[src/sv/b2da_pkg.sv]
// shared types and constants of the binary to decimal ascii converter
package b2da_pkg;

  localparam int unsigned VALUE_W = 32;
  localparam int unsigned CHAR_W  = 6;
  localparam int unsigned BITS_W  = 5;
  localparam int unsigned DATA_W  = 8;

  localparam logic [CHAR_W-1:0] ASCII_ZERO = 6'h30;
  localparam logic [BITS_W-1:0] LAST_BIT   = 5'd31;

  // commands from the controller to the datapath
  typedef struct packed {
    logic load;   // take a new value, clear the digit register
    logic shift;  // one shift-add-3 step
    logic drop;   // move to the next digit
  } cmd_t;

  // status from the datapath to the controller
  typedef struct packed {
    logic bit_last;  // this shift consumes the final binary bit
    logic top_zero;  // leading digit is zero
    logic one_left;  // exactly one digit still to go
    logic ovf;       // value had more digits than the register holds
  } sts_t;

endpackage

[src/sv/binary_to_decimal_ascii.sv]
// top level of the binary to decimal ascii converter
//
//  channel   dir   tdata bits                tuser  tlast
//  s_axis    in    [31:0] value              -      -
//  m_axis    out   [5:0] digit_char, pad 0   -      last digit of the value
//
// one value is taken at a time; after acceptance it is converted by shift-add-3
// steps in the digit register, one binary bit per cycle, then leading zeros
// are skipped and the digits are emitted, most significant first
// a stall on m_axis holds the current digit; s_axis tready stays low until the
// last digit is taken; reset returns the controller to idle
module binary_to_decimal_ascii
  import b2da_pkg::*;
#(
  parameter int unsigned MAX_DIGITS = 10
) (
  input  logic                clk_i,
  input  logic                rst_ni,
  input  logic                s_axis_tvalid_i,
  output logic                s_axis_tready_o,
  input  logic [VALUE_W-1:0]  s_axis_tdata_i,  // [31:0] value
  output logic                m_axis_tvalid_o,
  input  logic                m_axis_tready_i,
  output logic [DATA_W-1:0]   m_axis_tdata_o,  // [5:0] digit_char, [7:6] zero
  output logic                m_axis_tlast_o
);

  localparam int unsigned ND = (MAX_DIGITS < 1) ? 1 : ((MAX_DIGITS > 20) ? 20 : MAX_DIGITS);

  cmd_t              cmd;
  sts_t              sts;
  logic [CHAR_W-1:0] digit_char;

  // controller
  b2da_ctrl u_ctrl (
    .clk_i     (clk_i),
    .rst_ni    (rst_ni),
    .s_valid_i (s_axis_tvalid_i),
    .s_ready_o (s_axis_tready_o),
    .m_valid_o (m_axis_tvalid_o),
    .m_ready_i (m_axis_tready_i),
    .sts_i     (sts),
    .cmd_o     (cmd)
  );

  // datapath
  b2da_dp #(
    .ND (ND)
  ) u_dp (
    .clk_i        (clk_i),
    .rst_ni       (rst_ni),
    .cmd_i        (cmd),
    .value_i      (s_axis_tdata_i),
    .sts_o        (sts),
    .digit_char_o (digit_char)
  );

  // output word
  assign m_axis_tdata_o = {{(DATA_W - CHAR_W){1'b0}}, digit_char};
  assign m_axis_tlast_o = sts.one_left;

  // never taking a value while a digit is offered
  a_busy_excl: assert property (@(posedge clk_i) disable iff (!rst_ni)
    m_axis_tvalid_o |-> !s_axis_tready_o)
    else $error("input ready while a digit is offered");

  // offered digits are always decimal characters
  a_digit_range: assert property (@(posedge clk_i) disable iff (!rst_ni)
    m_axis_tvalid_o |-> (digit_char >= ASCII_ZERO) && (digit_char <= ASCII_ZERO + 6'd9))
    else $error("digit out of decimal range");

  // conversion follows an accepted value, not an immediate digit
  a_no_early_out: assert property (@(posedge clk_i) disable iff (!rst_ni)
    (s_axis_tvalid_i && s_axis_tready_o) |=> !m_axis_tvalid_o)
    else $error("digit offered right after accepting a value");

  // taking the last digit returns to idle
  a_last_idle: assert property (@(posedge clk_i) disable iff (!rst_ni)
    (m_axis_tvalid_o && m_axis_tready_i && m_axis_tlast_o) |=> s_axis_tready_o)
    else $error("not idle after last digit");

endmodule

[src/sv/b2da_dp.sv]
// datapath: double-dabble digit register, bit and digit counters
module b2da_dp
  import b2da_pkg::*;
#(
  parameter int unsigned ND = 10
) (
  input  logic               clk_i,
  input  logic               rst_ni,
  input  cmd_t               cmd_i,
  input  logic [VALUE_W-1:0] value_i,
  output sts_t               sts_o,
  output logic [CHAR_W-1:0]  digit_char_o
);

  localparam int unsigned BCD_W = 4 * ND;
  localparam int unsigned LW    = $clog2(ND + 1);

  logic [VALUE_W-1:0] bin_q, bin_d;
  logic [BCD_W-1:0]   bcd_q, bcd_d, adj;
  logic [BITS_W-1:0]  bitcnt_q, bitcnt_d;
  logic [LW-1:0]      left_q, left_d;
  logic               ovf_q, ovf_d;

  // add 3 to every digit of five or more ahead of the shift
  always_comb begin
    for (int i = 0; i < ND; i++) begin
      if (bcd_q[4*i +: 4] >= 4'd5) begin
        adj[4*i +: 4] = bcd_q[4*i +: 4] + 4'd3;
      end else begin
        adj[4*i +: 4] = bcd_q[4*i +: 4];
      end
    end
  end

  // next state of the digit register and counters
  always_comb begin
    bin_d    = bin_q;
    bcd_d    = bcd_q;
    bitcnt_d = bitcnt_q;
    left_d   = left_q;
    ovf_d    = ovf_q;
    if (cmd_i.load) begin
      bin_d    = value_i;
      bcd_d    = '0;
      bitcnt_d = '0;
      left_d   = LW'(ND);
      ovf_d    = 1'b0;
    end else if (cmd_i.shift) begin
      bin_d    = bin_q << 1;
      bcd_d    = {adj[BCD_W-2:0], bin_q[VALUE_W-1]};
      bitcnt_d = bitcnt_q + 1'b1;
      // a carry out of the top digit means high digits were lost
      ovf_d    = ovf_q | adj[BCD_W-1];
    end else if (cmd_i.drop) begin
      bcd_d  = bcd_q << 4;
      left_d = left_q - 1'b1;
    end
  end

  // control registers
  always_ff @(posedge clk_i or negedge rst_ni) begin
    if (!rst_ni) begin
      bitcnt_q <= '0;
      left_q   <= '0;
      ovf_q    <= 1'b0;
    end else begin
      bitcnt_q <= bitcnt_d;
      left_q   <= left_d;
      ovf_q    <= ovf_d;
    end
  end

  // payload registers
  always_ff @(posedge clk_i) begin
    bin_q <= bin_d;
    bcd_q <= bcd_d;
  end

  // status and leading digit
  assign sts_o.bit_last = (bitcnt_q == LAST_BIT);
  assign sts_o.top_zero = (bcd_q[BCD_W-1 -: 4] == 4'd0);
  assign sts_o.one_left = (left_q == LW'(1));
  assign sts_o.ovf      = ovf_q;
  assign digit_char_o   = ASCII_ZERO + {2'b00, bcd_q[BCD_W-1 -: 4]};

endmodule

[src/sv/b2da_ctrl.sv]
// controller: accept, convert, skip leading zeros, emit digits
module b2da_ctrl
  import b2da_pkg::*;
(
  input  logic clk_i,
  input  logic rst_ni,
  input  logic s_valid_i,
  output logic s_ready_o,
  output logic m_valid_o,
  input  logic m_ready_i,
  input  sts_t sts_i,
  output cmd_t cmd_o
);

  typedef enum logic [3:0] {
    ST_IDLE = 4'b0001,
    ST_CONV = 4'b0010,
    ST_SKIP = 4'b0100,
    ST_EMIT = 4'b1000
  } state_e;

  state_e state_q, state_d;

  // sequencing
  always_comb begin
    state_d   = state_q;
    cmd_o     = '0;
    s_ready_o = 1'b0;
    m_valid_o = 1'b0;
    unique case (state_q)
      ST_IDLE: begin
        s_ready_o = 1'b1;
        if (s_valid_i) begin
          cmd_o.load = 1'b1;
          state_d    = ST_CONV;
        end
      end
      ST_CONV: begin
        cmd_o.shift = 1'b1;
        if (sts_i.bit_last) begin
          state_d = ST_SKIP;
        end
      end
      ST_SKIP: begin
        // leading zeros go only when no high digit was lost
        if (!sts_i.ovf && sts_i.top_zero && !sts_i.one_left) begin
          cmd_o.drop = 1'b1;
        end else begin
          state_d = ST_EMIT;
        end
      end
      ST_EMIT: begin
        m_valid_o = 1'b1;
        if (m_ready_i) begin
          if (sts_i.one_left) begin
            state_d = ST_IDLE;
          end else begin
            cmd_o.drop = 1'b1;
          end
        end
      end
      default: begin
        state_d = ST_IDLE;
      end
    endcase
  end

  // state register
  always_ff @(posedge clk_i or negedge rst_ni) begin
    if (!rst_ni) begin
      state_q <= ST_IDLE;
    end else begin
      state_q <= state_d;
    end
  end

endmodule

[config.mk]
export PLATFORM = sky130hd
export DESIGN_NAME = binary_to_decimal_ascii
export DESIGN_NICKNAME = d
export VERILOG_FILES = /design/src/sv/b2da_pkg.sv /design/src/sv/binary_to_decimal_ascii.sv /design/src/sv/b2da_dp.sv /design/src/sv/b2da_ctrl.sv
export SDC_FILE = /design/constraint.sdc
export NUM_CORES = 1
export LEC_CHECK = 0
export ABC_AREA = 0
export BUFFER_PORTS_ARGS = -buffer_cell sky130_fd_sc_hd__buf_4
export CORE_MARGIN = 1
export CORE_UTILIZATION = 25
export CTS_CLUSTER_SIZE = 10
export DETAILED_ROUTE_END_ITERATION = 12
export GPL_TIMING_DRIVEN = 0
export PLACE_DENSITY_LB_ADDON = 0.2
export SLEW_MARGIN = 0
export SYNTH_ARGS = -nofsm -noshare
export SYNTH_HDL_FRONTEND = slang
export SYNTH_HIERARCHICAL = 1
export SYNTH_SLANG_ARGS = --single-unit
[constraint.sdc]
create_clock -name clk_i -period 2.3 [get_ports clk_i]
set_input_delay 0.115 -clock clk_i [delete_from_list [all_inputs] [get_ports clk_i]]
set_output_delay 0.115 -clock clk_i [all_outputs]
set_load 0.01 [all_outputs]
**After elaboration in Yosys (flattened, before gate mapping)**

Index checks and enable logic that the tools add are counted.

- Register bits after elaboration: 86
- Input bits: 36
- Word-level logic and storage cells: 88

- Reduce and logical (&&, ||, !) cells: 10
- Multiplexer cells: 36
- $lt $le $gt $ge: 10
- Bitwise logic cells: 1
- Add/sub/neg operators: 13
- Equality and inequality tests: 12

Operators with widths:

| cell | number |
|---|---|
| 40-bit two-way mux | 2 |
| 4-bit two-way mux | 18 |
| 32-bit two-way mux | 2 |
| 4-bit by 2-bit adder with 4-bit output, second input constant | 10 |
| 4-bit by 3-bit greater-or-equal comparator with 1-bit output, second input constant | 10 |
| 4-bit one-hot mux with 4 select lines | 1 |
| 1-bit two-way mux | 10 |
| 5-bit two-way mux | 2 |
| 2-bit != test, second input constant | 5 |
| 4-bit by 1-bit == test with 1-bit output, second input constant | 2 |
| 5-bit by 5-bit adder with 6-bit output, first input constant | 1 |
| 2-bit nonzero test | 3 |
| 5-bit by 1-bit adder with 5-bit output, second input constant | 1 |
| 5-bit == test, second input constant | 1 |
| 5-bit AND reduction | 1 |
| 4-bit by 2-bit == test with 1-bit output, second input constant | 1 |
| 4-bit by 3-bit == test with 1-bit output, second input constant | 1 |
| 4-bit == test, second input constant | 1 |
| 4-bit logical NOT | 1 |
| 4-bit by 1-bit subtractor with 4-bit output, second input constant | 1 |
| 1-bit logical AND | 2 |
| 1-bit logical NOT | 2 |
| 2-bit by 1-bit != test with 1-bit output, second input constant | 1 |
| 1-bit one-hot mux with 2 select lines | 1 |
| 2 further kinds | 2 |

**Depth between registers and ports, before layout**

Gate-level depths: netlist of the first run.

- Word-level depth: 8
- Depth in mapped cells: 10
- Mapped depth without buffers: 10

**Cells and area by module**

The synthesis of the first run kept the hierarchy.

Modules (own cells, without submodules):

| module | cells each | times used | area each (µm²) | sequential area each (µm²) |
|---|---|---|---|---|
| b2da_dp | 428 | 1 | 4534.3 | 2011.9 |
| b2da_ctrl | 26 | 1 | 261.5 | 101.3 |
| binary_to_decimal_ascii | 3 | 1 | 18.8 | 0.0 |

**Least setup slack after synthesis of the first run**

Ideal clock, no wire load.

- Kind: register -> register
- Start point: reg u_dp.left_q[0]
- End point: reg u_dp.bcd_q[21]
- Setup slack: -0.134 ns
- Path buffers: 2
- Cell stages (with the launch flop): 10
- Setup time: 0.150 ns
- Arrival: 2.283 ns
- Required time: 2.150 ns
- Path through: dfrtp_1 > ha_1 > nor3b_1 > nor3b_1 > a32oi_1 > nor3_1 > buf_4 > buf_4 > mux2i_1 > o221ai_1

RTL lines:

| item | line | RTL |
|---|---|---|
| from (decl) | b2da_dp.sv:21 | `logic [LW-1:0] left_q, left_d;` |
| from (signal assigned) | b2da_dp.sv:68 | `left_q <= left_d;` |
| to (signal assigned) | b2da_dp.sv:76 | `bcd_q <= bcd_d;` |
| to (decl) | b2da_dp.sv:19 | `logic [BCD_W-1:0] bcd_q, bcd_d, adj;` |

==> results.md, run 1 <==
* CTS Root Cell: clkbuf_16
* Sequential area share after synthesis at 0.4389
* Io pins at between 40 and 50
* Largest net degree at the start of global routing at 42
* Hold Fails Final Rpt at 0
* GR Overflow Total at 0
* Final Cycle Share at 0.9806
* Netlist cell types at 60
* Iter 0 DRT Violations at 210
* CP endpoint kind: flop
* Net Sw Frac at 0.3645
* Tightest Hold Check Type: in2reg
* First-pass GRT wire length at between 20 and 25 mm
* Row cnt at 50
* DRT antenna net count at 0
* Fraction of layout cells with a size suffix above 1 at 0.2654
* Post-route worst setup slack at 44.63 ps
* Combinational share of power at 0.390
* Utilization after layout at 0.3270
* Cells after Synth at between 400 and 500
* Internal at just over 4000 uW
* Worst Path Max Fanout at 5
* Reg power frac at 0.396
* Crit-path max cell delay at about 400 ps
* Sw power at 2366 uW
* HP Start: s_axis_tdata_i[0]
* Final Skew at approximately 7 ps
* Nets at 590
* Place WS at -556.0 ps
* Final Power at between 6000 and 7000 uW
* Critical-path cell list: inv_2 -> ha_1 -> nor3b_4 -> inv_1 -> a32oi_2 -> nor3_2 -> buf_6 -> buf_6 -> nor2_4 -> buf_8 -> o21ai_1 -> a21oi_1
* Port Buffers at 42
* Cell count after placement at roughly 740
* Hold path depth at 2
* Routed wire per std cell at approximately 17 um
* Fin crit period at between 2000 and 2500 ps
* Seq cells post-synth at 86
* Finished Layout Cells at 769
* # setup viols final at 0
* Post-synth top flop: dfxtp_1
* Number of global-route vias before repair at between 3000 and 4000
* Startpoint types: flop
* Clk slew on worst S/H paths at about 60 ps
* Die width at roughly 140 um
* Worst EP required at 2580 ps
* Post-Syn Area at between 4000 and 5000 um^2
* Maxcap violations at 0
* Peak supply drop at between 300 and 400 uV
* Post-synth ARST share at 0.1628
* Reg2reg setup slack at 40 ps
* Number of synthesized flops with an enable pin at 32
* Design area at between 6000 and 7000 um^2
* Via density at 4.956
* RSZ-0062 raised after global routing: true
* Drt total wl at between 10 and 15 mm
* DP Area at ~5400 um^2
* FMAX at between 400 and 500 MHz
* Avg Cell Area, Syn at ~11 um^2
* Worst r2r src: u_dp/left_q[1]
* Yosys warnings at 6
* Clock power share at 0.215
* Synthesis-to-layout area growth at 27.47%
* FF+latch area at around 2100 um^2
* Most used cell, CP: buf_6
* Die Area at 19820 um^2
* Max Buffers Root-to-Sink at 2
* Worst-Skew Late Latency at ~360 ps
* Drt first pass iters at 4
* Initial antenna violation count at 0
* R2r endpoint: u_dp/bcd_q[3]
* Gr usage total at 0.1371
* Detailed placement HPWL at between 8 and 9 mm
* Die H at approximately 140 um
* Crit path max-delay cell type: dfrtp_1
* P per Cell Area at ~1100 nW/um^2
* WS Path Type: reg2reg
* Vias at roughly 3800
* Worst Hold Path EP: u_dp/bin_q[0]
* Max-slew headroom at 0.6546
* Starting Density at 0.2565
* CTS tree: built
* Static leakage at 0.002253 uW
* Cts bufs inserted at 9
* Reg2reg path depth at 12
* Slew Limit Fails at 0
* Slew of the pin with the lowest slew margin at 518.1 ps
* DRC Markers at 0
* Status: finished clean
* Clock Sinks at 86
* GPL Wtd Cong at 0.7797
* Fillers at ~1900
* Crit path DAT at ~2500 ps
* Area occupied by multi-input gates at 2489 um^2
* Maximum level of the CTS H-tree at 3
* Ant diodes at 0
* Core area at around 19000 um^2
placed cells by master, fill, tap and decap left out, types with 15 or more instances in the layout:
cell / instances
or3_1: 15
dfxtp_1: 38
edfxtp_1: 32
buf_4: 62
o21ai_0: 15
mux2_1: 28
a21oi_1: 28
inv_1: 23
ha_1: 23
nand4b_1: 17
nand2_1: 17
worst max path at each step:
stage | from | end | slack (ps)
after floorplan | u_ctrl/state_q[0] | u_dp/bin_q[0] | -5
after global placement | u_dp/bcd_q[36] | u_dp/bcd_q[38] | -600
after detailed placement | u_dp/bcd_q[36] | u_dp/bcd_q[34] | -560
after CTS | u_ctrl/state_q[3] | u_dp/ovf_q | -9
after global routing | u_dp/left_q[1] | u_dp/bcd_q[15] | -60
final | u_dp/left_q[1] | u_dp/bcd_q[3] | 40
area by class of cell:
| cell class | instances | share of cell area |
|---|---|---|
| buffer | 35 | 0.04913 |
| clock buffer | 9 | 0.03670 |
| clock inverter | 7 | 0.008155 |
| inverter | 29 | 0.01876 |
| multi-input combinational | 309 | 0.4055 |
| sequential | 86 | 0.3456 |
| tap | 234 | 0.04771 |
| timing repair buffer | 60 | 0.08848 |
critical path: cells and delay by family, from the launching register on:
family                     cells  cell delay, ps
buffers and inverters          5             610
and+or+nand+nor                3             590
AOI/OAI and AO/OA              3             430
DFF                            1             400
adders and majority gates      1             140
metal layers:
metal | wire length [um] | vias up | global-route usage
met5 | 0 | - | 0
met4 | 191 | 0 | 0.04977
met3 | 702 | 13 | 0.03057
met2 | 6233 | 91 | 0.2286
met1 | 6179 | 1839 | 0.1734
li1 | - | 1868 | -
cell usage after synthesis (all sizes together), types with 14 or more instances:
master,instances,area (um^2)
nand2b,14,87.58
mux2,38,427.9
mux2i,14,140.1
inv,29,108.9
buf,30,188.9
a21oi,28,140.1
dfxtp,40,800.8
or3,15,93.84
nand2,18,67.56
o21ai,24,123.9
nand4b,17,148.9
edfxtp,32,960.9
ha,24,300.3
logic make-up (layout without fill, tap and decap cells):
logic type,Yosys count,count (layout),synth area share
AO/OA/AOI/OAI,108,108,0.1551
XOR/XNOR,6,6,0.01091
adder cells (fa/ha/maj),24,24,0.06237
buffers and inverters,64,140,0.06575
flip-flops,86,86,0.4389
multiplexers,52,52,0.1180
other,2,4,0.001560
AND/OR/NAND/NOR,115,115,0.1473
state kept, by name, indices dropped and copies added, names as in the netlist:
register        flops
u_dp/bitcnt_q       5
u_dp/bcd_q         40
u_dp/ovf_q          1
u_dp/left_q         4
u_ctrl/state_q      4
u_dp/bin_q         32
power groups by stage:
stage	logic (uW)	clock network [uW]	registers, uW
floorplan	1580	0	2460
detailed placement	2200	0	2600
finish	2530	1390	2570
CTS	2330	1450	2560
global placement	2180	0	2580
global route	2790	1500	2630
per-stage QoR:
step	setup TNS, ps	hold slack (ps)
floorplan	-172.4	-180.6
global placement	-33560	-21.92
detailed placement	-33310	-21.10
CTS	-91.75	14.91
global route	-481.2	41.45
finish	0	47.04
what timing repair did:
item	in CTS	in global routing
resized for setup	32	36
hold buffers	1	1
gates cloned	1	3
endpoints found under the setup margin	102	108
pin swaps	3	14
buffers inserted	5	7
hold endpoints to repair	14	1
Note: power is estimated with default switching activity, not from simulation.
==> inputs of run 2 (changes only) <==
--- a/config.mk
+++ b/config.mk
@@ -16,5 +16,4 @@
 export SLEW_MARGIN = 0
 export SYNTH_ARGS = -nofsm -noshare
 export SYNTH_HDL_FRONTEND = slang
-export SYNTH_HIERARCHICAL = 1
 export SYNTH_SLANG_ARGS = --single-unit
==> results.md, run 2 <==
* Status: finished clean
* Gr usage total at 0.1413
* FMAX at between 400 and 500 MHz
* Worst EP required at ~2400 ps
* First-pass GRT wire length at about 21 mm
* Number of global-route vias before repair at between 4000 and 5000
* Maximum level of the CTS H-tree at 3
* Crit path DAT at approximately 2300 ps
* Top cells by area, synth: edfxtp_1 (20%), dfxtp_1 (17%), nand2_1 (9.1%), dfrtp_1 (6.8%), ha_1 (6.6%)
* Hold WS at between 20 and 25 ps
* Fin Setup TNS at 0 ps
* Largest net degree at the start of global routing at 18
* Nets at approximately 640
* Startpoint types: flop
* WS Path Type: reg2reg
* CP endpoint kind: flop
* GR Overflow Total at 0
* Drt total wl at 13.16 mm
* Io pins at 47
* Critical-path cell list: or4b_1 -> clkbuf_4 -> buf_4 -> nand2_8
* Crit-path leading delay family: simple AND/OR/NAND/NOR gates
* Core area at ~19000 um^2
* Slew of the pin with the lowest slew margin at 677.6 ps
* Max-slew headroom at 0.5483
* Cts bufs inserted at 9
* Clk slew on worst S/H paths at ~60 ps
* Starting Density at 0.2553
* Tightest Hold Check Type: in2reg
* Crit path max-delay cell type: or4b_1
* Die Area at between 15000 and 20000 um^2
* Row cnt at 50
* Avg Cell Area, Syn at 9.129 um^2
* Utilization after layout at 0.3105
* Cells after Synth at around 520
* Crit path launch: u_ctrl.state_q[3]
* Via density at 4.850
* DRT antenna net count at 0
* Worst-Skew Late Latency at 350 ps
* Max Buffers Root-to-Sink at 2
* Seq cells post-synth at between 80 and 90
* Synth top cells by count: nand2_1 (116), o21ai_0 (42), dfxtp_1 (40)
* Initial antenna violation count at 0
* Crit-path max cell delay at about 720 ps
* Routed wire per std cell at ~16 um
* Port Buffers at 42
* Peak supply drop at 315.7 uV
* Slew Limit Fails at 0
* Post-synth ARST share at 0.1628
* Worst Path Max Fanout at 17
* Detailed placement HPWL at around 9 mm
* Ant diodes at 0
* Reg2reg path depth at 4
* Largest regs: u_dp.bcd_q: 40 flops, u_dp.bin_q: 32 flops, u_dp.bitcnt_q: 5 flops
* Post-Syn Area at 4775 um^2
* # setup viols final at 0
* Maxcap violations at 0
* Hold Fails Final Rpt at 0
* Top-count cell post-synth: nand2_1
* Yosys top cell area share at 0.2013
* Largest Register: u_dp.bcd_q
* Max FFs per register at 40
* Sequential area share after synthesis at 0.4426
* Post-synth top flop: dfxtp_1
* Fin crit period at roughly 2200 ps
* Buf/Inv on CP at 2
* Design area at 5808 um^2
* Drt first pass iters at 4
* CTS tree: built
* R2r endpoint: u_dp.bin_q[27]
* Reg2reg setup slack at 80 ps
* Worst r2r src: u_ctrl.state_q[3]
* Critical Path End: u_dp.bin_q[27]
* Most common cell after layout, fill and taps aside: nand2_1
* Die width at between 100 and 150 um
* DP Area at roughly 5400 um^2
* Final Skew at approximately 6.4 ps
* P per Cell Area at 1185 nW/um^2
* CTS Root Cell: clkbuf_16
* Most frequent cells in the layout: nand2_1 (114), buf_4 (56), o21ai_0 (42)
* Yosys warnings at 0
* Clock Sinks at 86
* Final Cycle Share at 0.9646
* Post-synth top area cell: edfxtp_1
* Die H at 140.2 um
* GPL Wtd Cong at around 0.80
* RSZ-0062 raised after global routing: false
* Static leakage at ~0.0024 uW
* Netlist cell types at ~50
* DRC Markers at 0
* Number of synthesized flops with an enable pin at 32
* Synthesis-to-layout area growth at 21.65%
* Stages on worst setup path at 4
* Fraction of layout cells with a size suffix above 1 at 0.1761
* Vias at approximately 4000
* Iter 0 DRT Violations at ~280
## run 2: cell types whose count changed after synthesis, sizes merged, moves of 11 or more
cell    before  now
or3         15    0
o221ai      12    0
clkbuf       5   17
nand4b      17    0
a21oi       28   15
buf         30   19
a311oi       1   17
mux2        38    0
nor2        13   34
nand2       18  117
o21ai       24   47
## run 2: how the worst min path moves through the flow
stage	startpoint	to	slack, ps	cells past startpoint
after floorplan	rst_ni	u_ctrl.state_q[1]	-180	0
after global placement	rst_ni	u_dp.ovf_q	-20	1
after detailed placement	rst_ni	u_dp.ovf_q	-20	1
after CTS	s_axis_tdata_i[11]	u_dp.bin_q[11]	10	3
after global routing	s_axis_tdata_i[11]	u_dp.bin_q[11]	30	3
final	s_axis_tdata_i[11]	u_dp.bin_q[11]	20	3
## run 2: metal layers
| layer | global-route usage | wire length [um] | share of wire |
|---|---|---|---|
| met1 | 0.1889 | 6186 | 0.47 |
| met4 | 0.06767 | 279 | 0.021 |
| met2 | 0.2245 | 6106 | 0.46 |
| met5 | 0 | 0 | 0 |
| met3 | 0.01949 | 583 | 0.044 |
## run 2: cells by family (layout without fill, tap and decap cells)
logic type / after synthesis / in the layout / synth area share
AND/OR/NAND/NOR: 191 / 192 / 0.1837
AO/OA/AOI/OAI: 133 / 133 / 0.1944
flip-flops: 86 / 86 / 0.4426
buffers and inverters: 58 / 117 / 0.05713
adder cells (fa/ha/maj): 25 / 25 / 0.06551
XOR/XNOR: 14 / 14 / 0.02568
multiplexers: 14 / 14 / 0.02935
other: 2 / 4 / 0.001573
## run 2: area by class of cell
type | instances | area [um^2]
Tap cell | 234 | 292.8
Clock inverter | 5 | 76.32
Buffer | 35 | 214.0
Sequential cell | 86 | 2117
Clock buffer | 11 | 232.7
Inverter | 22 | 82.58
Multi-Input combinational cell | 382 | 2460
Fill cell | 1944 | 12900
Timing Repair Buffer | 44 | 332.8
## run 2: repair_timing
action	4_1_cts	5_1_grt
pin swaps	1	2
resized for setup	14	19
hold endpoints to repair	14	0
setup buffers	0	1
gates cloned	1	0
endpoints found under the setup margin	72	93
hold buffers	1	0
## run 2: where the power goes
group          internal (uW)  switching [uW]  leakage [uW]  total, uW
combinational           1040            1570       0.00147       2610
clock                    947             617      0.000147       1560
sequential              2280             423      0.000811       2710
total                   4270            2610       0.00243       6880
## run 2: tightest hold or removal path, delay by kind of cell
kind / cells / cell delay [ps]
buffers and inverters: 1 / 70
AND/OR/NAND/NOR: 2 / 80
## run 2: stage by stage
stage | cells | setup slack [ps] | total power (uW)
6_report | 819 | 81.52 | 6881
5_1_grt | 819 | 0.4559 | 7368
4_1_cts | 819 | -8.143 | 6937
3_5_place_dp | 801 | -758.2 | 5244
3_3_place_gp | 801 | -736.6 | 5157
2_1_floorplan | 525 | 139.3 | 4414
==> inputs of run 3 (changes only) <==
--- a/config.mk
+++ b/config.mk
@@ -12,7 +12,8 @@
 export CTS_CLUSTER_SIZE = 10
 export DETAILED_ROUTE_END_ITERATION = 12
 export GPL_TIMING_DRIVEN = 0
-export PLACE_DENSITY_LB_ADDON = 0.2
+export HOLD_SLACK_MARGIN = 0.03
+export PLACE_DENSITY = 0.38
 export SLEW_MARGIN = 0
 export SYNTH_ARGS = -nofsm -noshare
 export SYNTH_HDL_FRONTEND = slang
==> results.md, run 3 (synthesized netlist as in run 2, its figures left out) <==
* Drt total wl at around 14 mm
* Tightest Hold Check Type: in2reg
* Peak supply drop at slightly below 400 uV
* Row cnt at 50
* Vias at roughly 4000
* Die width at 140.2 um
* Hold WS at about 38 ps
* Slew Limit Fails at 0
* # setup viols final at 0
* Finished Layout Cells at ~840
* Reg2reg path depth at 8
* Most common cell after layout, fill and taps aside: nand2_1
* DRC Markers at 0
* WS Path Type: reg2reg
* Max FFs per register at 40
* Net Sw Frac at 0.3847
* Final Skew at ~8.2 ps
* Critical-path cell list: inv_1 -> ha_1 -> or4b_4 -> o21ai_4 -> nand2_2 -> buf_6 -> buf_6 -> a311oi_1
* Drt first pass iters at 4
* Internal at roughly 4200 uW
* Clock power share at 0.214
* Starting Density at 0.2553
* Crit-path max cell delay at between 400 and 500 ps
* FF+latch area at about 2100 um^2
* Via density at between 4 and 5
* Post-route worst setup slack at 138.7 ps
* Final Cycle Share at 0.9397
* Final Power at approximately 7000 uW
* Most used cell, CP: buf_6
* Nets at 659
* Worst Hold Path EP: u_dp.bin_q[28]
* RSZ-0062 raised after global routing: true
* Max Buffers Root-to-Sink at 2
* Static leakage at between 0.002 and 0.003 uW
* Crit path DAT at 2410 ps
* CP endpoint kind: flop
* Fillers at approximately 2000
* First-pass GRT wire length at roughly 22 mm
* DRT antenna net count at 0
* Cell count after placement at approximately 800
* Die Area at 19650 um^2
* Crit path max-delay cell type: or4b_4
* Clock Sinks at between 80 and 90
* Worst Path Max Fanout at 10
* Status: finished clean
* Worst-Skew Late Latency at around 350 ps
* Worst r2r src: u_dp.bcd_q[36]
* Largest net degree at the start of global routing at 18
* Clk slew on worst S/H paths at 60 ps
* Place WS at -868.3 ps
* Design area at about 6000 um^2
* Detailed placement HPWL at between 9 and 10 mm
* Gr usage total at 0.1477
* Cts bufs inserted at 9
* Initial antenna violation count at 0
* Most frequent cells in the layout: nand2_1 (114), buf_4 (56), o21ai_0 (42)
* Max-slew headroom at 0.5456
* Hold Fails Final Rpt at 0
* Maxcap violations at 0
* HP Start: s_axis_tdata_i[28]
* Sw power at 2622 uW
* DP Area at around 5400 um^2
* Fin crit period at roughly 2200 ps
* Reg power frac at 0.397
* Area occupied by multi-input gates at 2470 um^2
* CTS tree: built
* GPL Wtd Cong at ~0.77
* CTS Root Cell: clkbuf_16
* Maximum level of the CTS H-tree at 3
* Reg2reg setup slack at roughly 140 ps
* Ant diodes at 0
* Slew of the pin with the lowest slew margin at 681.6 ps
* Io pins at 47
* P per Cell Area at approximately 1100 nW/um^2
* Routed wire per std cell at roughly 17 um
* Startpoint types: flop
* Worst EP required at 2550 ps
* GR Overflow Total at 0
* Die H at 140.2 um
* Number of global-route vias before repair at 3912
* FMAX at between 400 and 500 MHz
* Core area at roughly 19000 um^2
* Iter 0 DRT Violations at around 170
* R2r endpoint: u_dp.bcd_q[13]
* Synthesis-to-layout area growth at 25.18%
* Port Buffers at 42
* Largest regs: u_dp.bcd_q: 40 flops, u_dp.bin_q: 32 flops, u_dp.bitcnt_q: 5 flops
* Combinational share of power at 0.389
* Largest Register: u_dp.bcd_q
* Fraction of layout cells with a size suffix above 1 at 0.1708
* Hold path depth at 3
## run 3: critical path: cells and delay by family (launching register included)
family,cells,cell delay [ps]
AO/OA/AOI/OAI,2,540
adder cells (fa/ha/maj),1,170
buffers and inverters,3,410
flip-flops,1,350
AND/OR/NAND/NOR,2,590
## run 3: per-stage QoR
stage	setup TNS, ps	util
after floorplan	0	-
after global placement	-35960	0.2886
after detailed placement	-35090	0.2886
after CTS	-713.1	0.3166
after global routing	-11.14	0.3195
final	0	0.3195
## run 3: worst max-delay path by stage
stage,depth (start not counted),start,to
3_3_place_gp,5,u_ctrl.state_q[0],u_dp.bin_q[24]
4_1_cts,6,u_ctrl.state_q[0],u_dp.bin_q[7]
5_1_grt,8,u_dp.bcd_q[37],u_dp.bcd_q[29]
3_5_place_dp,5,u_ctrl.state_q[0],u_dp.bin_q[7]
6_report,8,u_dp.bcd_q[36],u_dp.bcd_q[13]
2_1_floorplan,5,u_ctrl.state_q[3],u_dp.bin_q[0]
## run 3: repair_timing
item                                    in CTS  in global routing
buffers inserted                             0                  1
pin swaps                                    1                  2
hold endpoints to repair                    32                  0
endpoints found under the setup margin      93                100
gates resized for setup                     13                 21
gates cloned                                 1                  0
hold buffers                                19                  0
## run 3: power groups by stage
stage               combinational, uW  clock (uW)  sequential [uW]
floorplan                        1820           0             2590
global placement                 2510           0             2720
detailed placement               2530           0             2730
CTS                              2650        1510             2690
global route                     2990        1560             2790
finish                           2650        1460             2710
## run 3: area by class of cell
cell class | count | share of cell area
Multi-Input combinational cell | 382 | 0.4132
Clock inverter | 5 | 0.008583
Timing Repair Buffer | 62 | 0.08583
Buffer | 35 | 0.03684
Clock buffer | 11 | 0.03894
Sequential cell | 86 | 0.3538
Inverter | 22 | 0.01382
Tap cell | 234 | 0.04898
## run 3: per-layer routing
layer / GRT usage / vias to the layer above / part of all wire
met5: 0 / - / 0
li1: - / 2003 / -
met2: 0.2374 / 67 / 0.47
met3: 0.02188 / 14 / 0.037
met1: 0.1983 / 1884 / 0.48
met4: 0.06015 / 0 / 0.014
